## config.mk

```make
export PLATFORM = sky130hd
export DESIGN_NAME = mvs_ctrl
export DESIGN_NICKNAME = d
export VERILOG_FILES = /design/src/hdl/mvs_pkg.sv /design/src/hdl/mvs_ctrl.sv
export SDC_FILE = /design/constraint.sdc
export NUM_CORES = 1
export LEC_CHECK = 0
export BUFFER_PORTS_ARGS = -buffer_cell sky130_fd_sc_hd__buf_4
export CAP_MARGIN = 20
export CORE_MARGIN = 8
export CORE_UTILIZATION = 49
export CTS_BUF_LIST = sky130_fd_sc_hd__clkbuf_2
export CTS_CLUSTER_SIZE = 12
export DETAILED_ROUTE_END_ITERATION = 16
export GPL_TIMING_DRIVEN = 0
export PLACE_DENSITY = 0.77
export SLEW_MARGIN = 20
export SYNTH_ARGS = -nofsm -noshare
export SYNTH_HDL_FRONTEND = slang
export SYNTH_SLANG_ARGS = --single-unit
```

## constraint.sdc

```tcl
create_clock -name aclk -period 1.85 [get_ports aclk]
set_clock_uncertainty 0.1 [all_clocks]
set_input_delay 0.37 -clock aclk [delete_from_list [all_inputs] [get_ports aclk]]
set_output_delay 0.37 -clock aclk [all_outputs]
set_load 0.1 [all_outputs]
```

## src/hdl/mvs_pkg.sv

```systemverilog
`timescale 1ns / 1ps
`default_nettype none

package mvs_pkg;

    localparam int MAX_ITEMS_DEF   = 65536;
    localparam int VALUE_WIDTH_DEF = 16;
    localparam int FRAC_BITS       = 8;
    localparam int OUT_W           = 48;
    localparam int WORK_W          = 64;
    localparam int WIDE_W          = 2 * WORK_W;
    localparam int THR_W           = 16;
    localparam int MODE_W          = 2;
    localparam int CFG_W           = 16;
    localparam int CFG_ADDR_W      = 1;
    localparam int Q_W             = 16;
    localparam int STEP_W          = 6;
    localparam int MISSING_CODE    = -256;

    localparam logic [CFG_ADDR_W-1:0] REG_METRIC_MODE = 1'd0;
    localparam logic [CFG_ADDR_W-1:0] REG_THRESHOLD   = 1'd1;

    localparam logic [STEP_W-1:0] MUL_LAST  = 6'd63;
    localparam logic [STEP_W-1:0] SQRT_LAST = 6'd63;
    localparam logic [STEP_W-1:0] DIV_LAST  = 6'd15;

    localparam logic [WORK_W-1:0] OUT_MAX      = 64'h0000_7FFF_FFFF_FFFF;
    localparam logic [WORK_W-1:0] MANH_LIMIT   = OUT_MAX >> FRAC_BITS;
    localparam logic [OUT_W-1:0]  METRIC_UNDEF = 48'hFFFF_FFFF_0000;
    localparam logic [Q_W:0]      ONE_Q        = 17'h10000;

    typedef enum logic [1:0] {
        MODE_COSINE    = 2'd0,
        MODE_PEARSON   = 2'd1,
        MODE_MANHATTAN = 2'd2,
        MODE_EUCLIDEAN = 2'd3
    } mode_t;

    typedef enum logic [2:0] {
        SEL_XX_YY = 3'd0,
        SEL_N_XX  = 3'd1,
        SEL_X_X   = 3'd2,
        SEL_N_YY  = 3'd3,
        SEL_Y_Y   = 3'd4,
        SEL_N_XY  = 3'd5,
        SEL_X_Y   = 3'd6,
        SEL_VA_VB = 3'd7
    } mul_sel_t;

    typedef enum logic [1:0] {
        KIND_UNDEF = 2'd0,
        KIND_RATIO = 2'd1,
        KIND_MANH  = 2'd2,
        KIND_EUCL  = 2'd3
    } out_kind_t;

    typedef enum logic [3:0] {
        ST_ACCUM    = 4'd0,
        ST_DISPATCH = 4'd1,
        ST_MUL_LOAD = 4'd2,
        ST_MUL_RUN  = 4'd3,
        ST_MUL_DONE = 4'd4,
        ST_CHECK    = 4'd5,
        ST_SQRT_RUN = 4'd6,
        ST_DIV_LOAD = 4'd7,
        ST_DIV_RUN  = 4'd8,
        ST_OUT      = 4'd9
    } state_t;

    typedef struct packed {
        logic      acc_en;
        logic      clear;
        logic      mul_load;
        logic      mul_step;
        logic      mul_commit;
        mul_sel_t  sel;
        logic      rad_load_ssd;
        logic      sqrt_step;
        logic      div_load;
        logic      div_step;
        logic      out_load;
        out_kind_t kind;
    } cmd_t;

    typedef struct packed {
        mode_t mode;
        logic  n_zero;
        logic  sxx_zero;
        logic  syy_zero;
        logic  va_zero;
        logic  vb_zero;
    } status_t;

endpackage

`default_nettype wire

```

## src/hdl/mvs_ctrl.sv

```systemverilog
`timescale 1ns / 1ps
`default_nettype none

// Sequencer: accumulate beats, then step the multiply, root and divide work.
module mvs_ctrl (
    input  wire logic             aclk,
    input  wire logic             aresetn,
    input  wire logic             s_tvalid,
    input  wire logic             s_tlast,
    input  wire logic             m_tready,
    input  wire mvs_pkg::status_t status,
    output logic                  s_tready,
    output logic                  m_tvalid,
    output mvs_pkg::cmd_t         cmd
);
    mvs_pkg::state_t    state_reg, state_next;
    logic [mvs_pkg::STEP_W-1:0] cnt_reg, cnt_next;
    mvs_pkg::mul_sel_t  sel_reg, sel_next;
    mvs_pkg::out_kind_t kind_reg, kind_next;
    logic               m_valid_reg, m_valid_next;
    logic               out_free;

    assign out_free = !m_valid_reg || m_tready;

    always_comb begin
        state_next   = state_reg;
        cnt_next     = cnt_reg;
        sel_next     = sel_reg;
        kind_next    = kind_reg;
        m_valid_next = m_tready ? 1'b0 : m_valid_reg;
        unique case (state_reg)
            mvs_pkg::ST_ACCUM:
                if (s_tvalid && s_tlast) state_next = mvs_pkg::ST_DISPATCH;
            mvs_pkg::ST_DISPATCH: begin
                unique case (status.mode)
                    mvs_pkg::MODE_COSINE: begin
                        if (status.sxx_zero || status.syy_zero) begin
                            kind_next  = mvs_pkg::KIND_UNDEF;
                            state_next = mvs_pkg::ST_OUT;
                        end else begin
                            kind_next  = mvs_pkg::KIND_RATIO;
                            sel_next   = mvs_pkg::SEL_XX_YY;
                            state_next = mvs_pkg::ST_MUL_LOAD;
                        end
                    end
                    mvs_pkg::MODE_PEARSON: begin
                        if (status.n_zero) begin
                            kind_next  = mvs_pkg::KIND_UNDEF;
                            state_next = mvs_pkg::ST_OUT;
                        end else begin
                            kind_next  = mvs_pkg::KIND_RATIO;
                            sel_next   = mvs_pkg::SEL_N_XX;
                            state_next = mvs_pkg::ST_MUL_LOAD;
                        end
                    end
                    mvs_pkg::MODE_MANHATTAN: begin
                        kind_next  = mvs_pkg::KIND_MANH;
                        state_next = mvs_pkg::ST_OUT;
                    end
                    mvs_pkg::MODE_EUCLIDEAN: begin
                        kind_next  = mvs_pkg::KIND_EUCL;
                        cnt_next   = mvs_pkg::SQRT_LAST;
                        state_next = mvs_pkg::ST_SQRT_RUN;
                    end
                endcase
            end
            mvs_pkg::ST_MUL_LOAD: begin
                cnt_next   = mvs_pkg::MUL_LAST;
                state_next = mvs_pkg::ST_MUL_RUN;
            end
            mvs_pkg::ST_MUL_RUN: begin
                if (cnt_reg == '0) state_next = mvs_pkg::ST_MUL_DONE;
                else               cnt_next   = cnt_reg - mvs_pkg::STEP_W'(1);
            end
            mvs_pkg::ST_MUL_DONE: begin
                state_next = mvs_pkg::ST_MUL_LOAD;
                unique case (sel_reg)
                    mvs_pkg::SEL_XX_YY, mvs_pkg::SEL_VA_VB: begin
                        cnt_next   = mvs_pkg::SQRT_LAST;
                        state_next = mvs_pkg::ST_SQRT_RUN;
                    end
                    mvs_pkg::SEL_N_XX: sel_next   = mvs_pkg::SEL_X_X;
                    mvs_pkg::SEL_X_X:  sel_next   = mvs_pkg::SEL_N_YY;
                    mvs_pkg::SEL_N_YY: sel_next   = mvs_pkg::SEL_Y_Y;
                    mvs_pkg::SEL_Y_Y:  state_next = mvs_pkg::ST_CHECK;
                    mvs_pkg::SEL_N_XY: sel_next   = mvs_pkg::SEL_X_Y;
                    mvs_pkg::SEL_X_Y:  sel_next   = mvs_pkg::SEL_VA_VB;
                endcase
            end
            mvs_pkg::ST_CHECK: begin
                if (status.va_zero || status.vb_zero) begin
                    kind_next  = mvs_pkg::KIND_UNDEF;
                    state_next = mvs_pkg::ST_OUT;
                end else begin
                    sel_next   = mvs_pkg::SEL_N_XY;
                    state_next = mvs_pkg::ST_MUL_LOAD;
                end
            end
            mvs_pkg::ST_SQRT_RUN: begin
                if (cnt_reg != '0)
                    cnt_next = cnt_reg - mvs_pkg::STEP_W'(1);
                else if (kind_reg == mvs_pkg::KIND_EUCL)
                    state_next = mvs_pkg::ST_OUT;
                else
                    state_next = mvs_pkg::ST_DIV_LOAD;
            end
            mvs_pkg::ST_DIV_LOAD: begin
                cnt_next   = mvs_pkg::DIV_LAST;
                state_next = mvs_pkg::ST_DIV_RUN;
            end
            mvs_pkg::ST_DIV_RUN: begin
                if (cnt_reg == '0) state_next = mvs_pkg::ST_OUT;
                else               cnt_next   = cnt_reg - mvs_pkg::STEP_W'(1);
            end
            mvs_pkg::ST_OUT: begin
                if (out_free) begin
                    m_valid_next = 1'b1;
                    state_next   = mvs_pkg::ST_ACCUM;
                end
            end
            default: state_next = mvs_pkg::ST_ACCUM;
        endcase
    end

    always_comb begin
        cmd              = '0;
        cmd.sel          = sel_reg;
        cmd.kind         = kind_reg;
        s_tready         = (state_reg == mvs_pkg::ST_ACCUM);
        m_tvalid         = m_valid_reg;
        cmd.acc_en       = s_tready && s_tvalid;
        cmd.mul_load     = (state_reg == mvs_pkg::ST_MUL_LOAD);
        cmd.mul_step     = (state_reg == mvs_pkg::ST_MUL_RUN);
        cmd.mul_commit   = (state_reg == mvs_pkg::ST_MUL_DONE);
        cmd.rad_load_ssd = (state_reg == mvs_pkg::ST_DISPATCH)
                           && (status.mode == mvs_pkg::MODE_EUCLIDEAN);
        cmd.sqrt_step    = (state_reg == mvs_pkg::ST_SQRT_RUN);
        cmd.div_load     = (state_reg == mvs_pkg::ST_DIV_LOAD);
        cmd.div_step     = (state_reg == mvs_pkg::ST_DIV_RUN);
        cmd.out_load     = (state_reg == mvs_pkg::ST_OUT) && out_free;
        cmd.clear        = cmd.out_load;
    end

    always_ff @(posedge aclk) begin
        if (!aresetn) begin
            state_reg   <= mvs_pkg::ST_ACCUM;
            cnt_reg     <= '0;
            sel_reg     <= mvs_pkg::SEL_XX_YY;
            kind_reg    <= mvs_pkg::KIND_UNDEF;
            m_valid_reg <= 1'b0;
        end else begin
            state_reg   <= state_next;
            cnt_reg     <= cnt_next;
            sel_reg     <= sel_next;
            kind_reg    <= kind_next;
            m_valid_reg <= m_valid_next;
        end
    end

endmodule

`default_nettype wire

```

==> results.toml, run 1 <==
[synth]
ys_warn_count = 0
synth_cell_types = 46
async_flop_share_pct = 0
post-synth-top-area-cell = "dfxtp_1"
synth_nets = 171
syn_area_per_cell_um2 = 7.333
synth_seq_cells = 16
synth.top_cells.by_area = "dfxtp_1, o21ai_0, a21oi_1, nand2b_1, nor2_1"
syn_area_mm2 = 0.001159
synth_seq_area_share_pct = 27.65
synthCells = 158
yosysTopAreaCellShare_pct = 27.65
synth_edf_count = 0
synth_top_flop_cell = "dfxtp_1"

[run_status]
status = "aborted with a tool error"
tool.error = "[ERROR DPL-0038] Utilization greater than 100%, impossible to legalize"
haltStage = "5_1_grt"

[placement]
port_buffers = 28
gp_congestion = 0.9610
place_inst = 214
dp_hpwl_um = 2661

[clock_tree]
cts_root_buffer = "clkbuf_2"
cts_buffers = 3
postCtsHoldBufs = 0
cts_max_path_buffers = 2
cts_max_level = 1
cts_sinks = 16

[timing]
worst_endpoint = "sel_reg[0]$_SDFFE_PN0P_/D"
worst_endpoint_kind = "sequential cell input"

[die]
die_w_um = 64.63
pin_count = 29
start_util_pct = 51.88
fp-row-count = 17
die_y_um = 64.63

[grt]
grt_max_degree = 11
## what timing repair did
action                                  in CTS
pin swaps                                   17
gates resized for setup                     81
endpoints found under the setup margin      24
setup buffers                               16
## kinds of logic after synthesis
kind of cell	Yosys count	synth area share [%]
DFF	16	27.65
buffers and inverters	15	5.832
muxes	2	1.728
and+or+nand+nor	70	33.05
AOI/OAI and AO/OA	53	29.92
xor gates and xnor gates	1	0.7561
adders and majority gates	1	1.080
## metrics by stage
step                      instance area, µm²  setup slack [ns]  hold slack [ns]
after floorplan                         1290           -0.8367           0.3693
after global placement                  1535           -0.5983           0.3903
after detailed placement                1535           -0.6482           0.4028
after CTS                               1982           -0.3537           0.2402
## Yosys cell counts (all sizes together), types with 2 or more instances
cell    count
a221o       3
mux2i       2
inv         7
a21oi      14
o22ai       3
nand2b     10
dfxtp      16
or4b        3
or2         3
nor2b       2
nor4        3
clkbuf      5
nor3        4
o41ai       2
nand2      11
o21a        2
and2        3
or3         4
buf         2
nand3       6
a211oi      3
a31oi       2
o21ai      14
nor2       16
==> run 2, diff against run 1 <==
--- a/config.mk
+++ b/config.mk
@@ -7,13 +7,11 @@
 export LEC_CHECK = 0
 export BUFFER_PORTS_ARGS = -buffer_cell sky130_fd_sc_hd__buf_4
 export CAP_MARGIN = 20
-export CORE_MARGIN = 8
-export CORE_UTILIZATION = 49
-export CTS_BUF_LIST = sky130_fd_sc_hd__clkbuf_2
-export CTS_CLUSTER_SIZE = 12
+export CORE_AREA = 8 8 69 71
 export DETAILED_ROUTE_END_ITERATION = 16
+export DIE_AREA = 0 0 77 79
 export GPL_TIMING_DRIVEN = 0
-export PLACE_DENSITY = 0.77
+export PLACE_DENSITY_LB_ADDON = 0.15
 export SLEW_MARGIN = 20
 export SYNTH_ARGS = -nofsm -noshare
 export SYNTH_HDL_FRONTEND = slang
==> constraint.sdc (replaced) <==
create_clock -name aclk -period 2.4 [get_ports aclk]
set_clock_uncertainty 0.1 [all_clocks]
set_input_delay 0.48 -clock aclk [delete_from_list [all_inputs] [get_ports aclk]]
set_output_delay 0.48 -clock aclk [all_outputs]
set_load 0.1 [all_outputs]
==> results.toml, run 2 <==
[run_status]
status = "complete, no violations"

[die]
die_y_um = 79
coreArea_mm2 = 0.003799
fp-row-count = 23
die_w_um = 77
pin_count = 29
start_util_pct = 30.50
die_area_mm2 = 0.006083

[placement]
dp_hpwl_um = 2813
port_buffers = 28
gp_congestion = 0.8019

[finish]
drive_gt1_share_pct = 29.47
mostFrequentLayoutCells = "buf_4, dfxtp_1, o21ai_0"
layout_commonest_cell = "buf_4"
multiInputGateArea_um2 = 837.1
nFillCells = 406
areaGrowthSynthToFinish_pct = 36.93
ff_latch_area_um2 = 321.6
antennaDiodeCount = 0
largest_reg_flops = 6
nNetsFinal = 204

[detailed_routing]
detail_route.wl_per_cell_um = 15.80
via_count = 1340
via_per_inst = 5.583
first_pass_iters = 4
ant_nets = 0
totalWireLength_um = 3792
drc = 0
drt_iter0_drc = 107

[synth]
synth.top_cells.by_area = "dfxtp_1, o21ai_0, a21oi_1, nand2b_1, nor2_1"
yosysTopAreaCellShare_pct = 27.65
synth_edf_count = 0
async_flop_share_pct = 0
synth_nets = 171
synthCells = 158
yosys-top-cells-count = "dfxtp_1, nor2_1, o21ai_0"
post-synth-top-area-cell = "dfxtp_1"
syn_area_per_cell_um2 = 7.333
synth_cell_types = 46
ys_warn_count = 0
syn_area_mm2 = 0.001159
synth_seq_cells = 16
synth_top_flop_cell = "dfxtp_1"
synth_seq_area_share_pct = 27.65

[clock_tree]
cts_max_level = 1
postCtsHoldBufs = 0
cts_root_buffer = "clkbuf_8"
cts_sinks = 16
cts_buffers = 3
cts_tree = "done"
cts_max_path_buffers = 2
clock_latency_ns = 0.26
clk_pin_slew_ns = 0.07
cts_setup_buffers = 0

[power_and_ir_drop]
pwr-share-comb_pct = 41.7
leakage_nw = 0.6088
switching_share_pct = 41.12
p_per_area_mw_per_mm2 = 618.4
seqPwrFrac_pct = 32.4
p_clk_share_pct = 25.9
p_int_uw = 577.7
irDropWorstVdd_mv = 0.2525
p_total_uw = 981.1
switching_power_uw = 403.4

[setup_path]
reg2reg_depth = 7
worstPathArrival_ns = 1.75
cp.required_ns = 1.82
cp-startpoint = "state_reg[2]"
ff2ff_setup_slack_ns = 0.14
critPathMaxFanout = 8
cp-start-kind = "register"
path_class = "register to primary output"
critical_path.reg2reg.startpoint = "cnt_reg[0]"
crit_path_end = "cmd[3]"
r2r-end = "state_reg[1]"
critical_path.endpoint_type = "primary output"

[timing]
fmax_ghz = 0.4294
max_slew_margin_pct = 60.64
fin_hold_ws_ns = 0.3980
rsz0062_at_grt = "no"
hold_violations = 0
setup_violations = 0
slew_viol_final = 0
tightest_slew_ns = 0.5831
post-route-period-util_pct = 97.05
finalCriticalPeriod_ns = 2.329
setup_tns_ns = 0

[grt]
grt_max_degree = 11
grt_remaining_overflow = 0
grt_pass1_vias = 1335
grt_pass1_wl_um = 6134
track_usage_pct = 12.30
antenna_found_initial = 0

[run]
drv_cap = 0

[min_path]
hp-class = "register to register"
run 2: cells by family (layout without fill, tap and decap cells):
logic type / count (synthesis) / in the layout / synth area share [%]
xor+xnor: 1 / 1 / 0.7561
fa+ha+maj: 1 / 1 / 1.080
mux: 2 / 2 / 1.728
compound gates: 53 / 53 / 29.92
flops: 16 / 16 / 27.65
buf+inv: 15 / 47 / 5.832
simple gates: 70 / 70 / 33.05
run 2: worst min path at each step:
stage | startpoint | endpoint | cells after the start
after CTS | cnt_reg[5] | cnt_reg[5] | 2
after global routing | status[6] | kind_reg[1] | 3
after global placement | cnt_reg[5] | cnt_reg[5] | 2
after floorplan | cnt_reg[5] | cnt_reg[5] | 2
after detailed placement | cnt_reg[5] | cnt_reg[5] | 2
final | cnt_reg[5] | cnt_reg[5] | 2
run 2: worst max-delay path: stages, from the launching register on:
cell and delay (ns):
dfxtp_1 0.38, or4b_2 0.75, inv_1 0.13, buf_6 0.23
run 2: final cells by class:
cell class,count,area share [%]
clock buffer,4,3.470
inverter,8,1.893
timing repair buffer,28,13.72
multi-input combinational,127,52.76
sequential,16,20.27
tap,50,3.943
buffer,7,3.943
run 2: through the flow:
| stage | instances | setup WS (ns) | cell area (µm²) | util (%) |
|---|---|---|---|---|
| 6_report | 240 | 0.07091 | 1587 | 41.77 |
| 4_1_cts | 240 | 0.004447 | 1579 | 41.57 |
| 3_5_place_dp | 236 | -0.1788 | 1493 | 39.30 |
| 3_3_place_gp | 236 | -0.1553 | 1493 | 39.30 |
| 5_1_grt | 240 | 0.01677 | 1587 | 41.77 |
| 2_1_floorplan | 158 | -0.3923 | 1220 | - |
run 2: routing by layer:
metal	GRT usage [%]	vias up	share of wire [%]
li1	-	658	-
met3	2.370	4	4.2
met5	0	-	0
met4	4.151	0	0.71
met2	21.07	35	49
met1	15.12	643	46
run 2: power by group through the flow:
| stage | clock, mW | sequential, mW | combinational (mW) |
|---|---|---|---|
| 5_1_grt | 0.268 | 0.321 | 0.441 |
| 3_5_place_dp | 0 | 0.322 | 0.395 |
| 2_1_floorplan | 0 | 0.343 | 0.277 |
| 4_1_cts | 0.257 | 0.316 | 0.405 |
| 6_report | 0.254 | 0.318 | 0.409 |
| 3_3_place_gp | 0 | 0.321 | 0.389 |
run 2: what timing repair did:
item	4_1_cts	5_1_grt
endpoints found under the setup margin	2	5
endpoints found under the hold margin	0	0
gates resized for setup	7	5
No activity file was read; power rests on OpenSTA's default activity.
==> run 3, diff against run 2 <==
--- a/config.mk
+++ b/config.mk
@@ -7,11 +7,14 @@
 export LEC_CHECK = 0
 export BUFFER_PORTS_ARGS = -buffer_cell sky130_fd_sc_hd__buf_4
 export CAP_MARGIN = 20
+export CELL_PAD_IN_SITES_DETAIL_PLACEMENT = 0
+export CELL_PAD_IN_SITES_GLOBAL_PLACEMENT = 1
 export CORE_AREA = 8 8 69 71
 export DETAILED_ROUTE_END_ITERATION = 16
 export DIE_AREA = 0 0 77 79
 export GPL_TIMING_DRIVEN = 0
 export PLACE_DENSITY_LB_ADDON = 0.15
+export SETUP_SLACK_MARGIN = 0.2
 export SLEW_MARGIN = 20
 export SYNTH_ARGS = -nofsm -noshare
 export SYNTH_HDL_FRONTEND = slang
==> results.toml, run 3 (same netlist as run 2, synthesis figures left out) <==
[grt]
grt_pass1_wl_um = 6272
grt_pass1_vias = 1300
antenna_found_initial = 0
grt_remaining_overflow = 0
grt_max_degree = 11
track_usage_pct = 12.49

[setup_path]
reg2reg_depth = 6
cp.depth = 5
path_common_cell = "buf_4"
critPathMaxFanout = 8
critPathTopFamily = "buffers and inverters"
cp.required_ns = 1.82
path_cells = "buf_12, buf_4, nand2b_1, nor3_2, buf_4"
ff2ff_setup_slack_ns = 0.19
critical_path.reg2reg.startpoint = "state_reg[1]"
r2r-end = "sel_reg[0]"
crit_slowest_cell = "dfxtp_4"
path_class = "register to primary output"
cp-startpoint = "state_reg[0]"
worstPathArrival_ns = 1.64
crit_buf_inv = 3
crit_path_end = "cmd[12]"
critical_path.endpoint_type = "primary output"
max_stage_delay_ns = 0.37
cp-start-kind = "register"

[timing]
hold_violations = 0
fin_hold_ws_ns = 0.4078
rsz0062_at_grt = "yes"
setup_tns_ns = 0
slew_viol_final = 0
setup_violations = 0
tightest_slew_ns = 0.5921
post-route-period-util_pct = 92.70
max_slew_margin_pct = 60.02
fin_ws_ns = 0.1752
finalCriticalPeriod_ns = 2.225
fmax_ghz = 0.4495

[detailed_routing]
wl_met1_um = 1675
met2_wirelength_um = 2104
totalWireLength_um = 3952
drt_iter0_drc = 42
first_pass_iters = 6
via_count = 1341
ant_nets = 0
top_layer_used = "met4"
wl_met3_um = 133
detail_route.wl_per_cell_um = 15.75
drc = 0
via_per_inst = 5.343

[finish]
nNetsFinal = 215
nFillCells = 418
antennaDiodeCount = 0
layout_commonest_cell = "buf_4"
areaGrowthSynthToFinish_pct = 51.30
stdcell_count = 251
drive_gt1_share_pct = 35.82
largest_reg_flops = 6
mostFrequentLayoutCells = "buf_4, nor2_1, o21ai_0, a21oi_1, dfxtp_1"

[power_and_ir_drop]
irDropWorstVdd_mv = 0.2266
p_clk_share_pct = 24.5
switching_share_pct = 40.30
p_int_uw = 623.5
pwr-share-comb_pct = 44.8
p_per_area_mw_per_mm2 = 595.9
seqPwrFrac_pct = 30.8
switching_power_uw = 421.0
leakage_nw = 0.6702

[clock_tree]
clk_pin_slew_ns = 0.07
clock_latency_ns = 0.26
postCtsHoldBufs = 0
cts_buffers = 3
cts_sinks = 16
cts_tree = "done"
cts_max_path_buffers = 2
cts_max_level = 1
cts_root_buffer = "clkbuf_8"

[die]
die_area_mm2 = 0.006083
die_y_um = 79
die_w_um = 77
start_util_pct = 30.50
fp-row-count = 23
coreArea_mm2 = 0.003799
pin_count = 29

[placement]
dp_slack_ns = -0.09188
dp_hpwl_um = 3013
port_buffers = 28
gp_congestion = 0.7934
place_inst = 236

[run]
drv_cap = 0

[run_status]
status = "complete, no violations"

[min_path]
hp-class = "input port to register"
## run 3: changes by cell type in the layout (fill, tap and decap cells not counted), sizes merged
| cell | change |
|---|---|
| clkbuf | -1 |
| inv | -2 |
| buf | +12 |
| clkinvlp | +2 |
## run 3: power groups by stage
| stage | registers [mW] | logic [mW] | clock network [mW] |
|---|---|---|---|
| 3_5_place_dp | 0.323 | 0.399 | 0 |
| 3_3_place_gp | 0.321 | 0.395 | 0 |
| 4_1_cts | 0.319 | 0.430 | 0.257 |
| 2_1_floorplan | 0.343 | 0.280 | 0 |
| 5_1_grt | 0.326 | 0.499 | 0.268 |
| 6_report | 0.321 | 0.468 | 0.255 |
## run 3: metrics by stage
| step | area, µm² | power [mW] | util (%) |
|---|---|---|---|
| finish | 1753 | 1.045 | 46.15 |
| global placement | 1506 | 0.7159 | 39.66 |
| CTS | 1653 | 1.005 | 43.51 |
| floorplan | 1234 | 0.6228 | - |
| detailed placement | 1506 | 0.7223 | 39.66 |
| global route | 1753 | 1.094 | 46.15 |
## run 3: timing repair
action	4_1_cts	5_1_grt
resized for setup	22	12
cloned	0	1
setup buffers	1	9
endpoints found under the setup margin	12	10
pin swaps	1	3
## run 3: tightest hold or removal path, stage by stage
cell	delay [ns]
buf_4	0.13
nand2_1	0.05
a21oi_1	0.05
## run 3: routing by layer
metal | GRT usage (%) | vias up
met5 | 0 | -
met4 | 3.396 | 0
met3 | 2.370 | 4
met2 | 23.87 | 26
met1 | 13.75 | 638
li1 | - | 673
## run 3: final cells by class
class	instances	area, µm²	share of cell area, %
Multi-Input combinational cell	127	865.8	49.39
Tap cell	50	62.56	3.569
Timing Repair Buffer	39	332.8	18.99
Sequential cell	16	327.8	18.70
Inverter	8	37.54	2.141
Clock buffer	4	55.05	3.141
Buffer	7	71.32	4.069
## run 3: worst min path at each step
stage / startpoint / end / slack (ns) / cells after the start
after detailed placement: m_tvalid / m_tvalid / 0.40 / 2
after global placement: cnt_reg[5] / cnt_reg[5] / 0.38 / 2
after floorplan: cnt_reg[5] / cnt_reg[5] / 0.36 / 2
final: status[6] / kind_reg[1] / 0.41 / 3
after CTS: status[6] / kind_reg[1] / 0.41 / 3
after global routing: status[6] / kind_reg[1] / 0.42 / 3
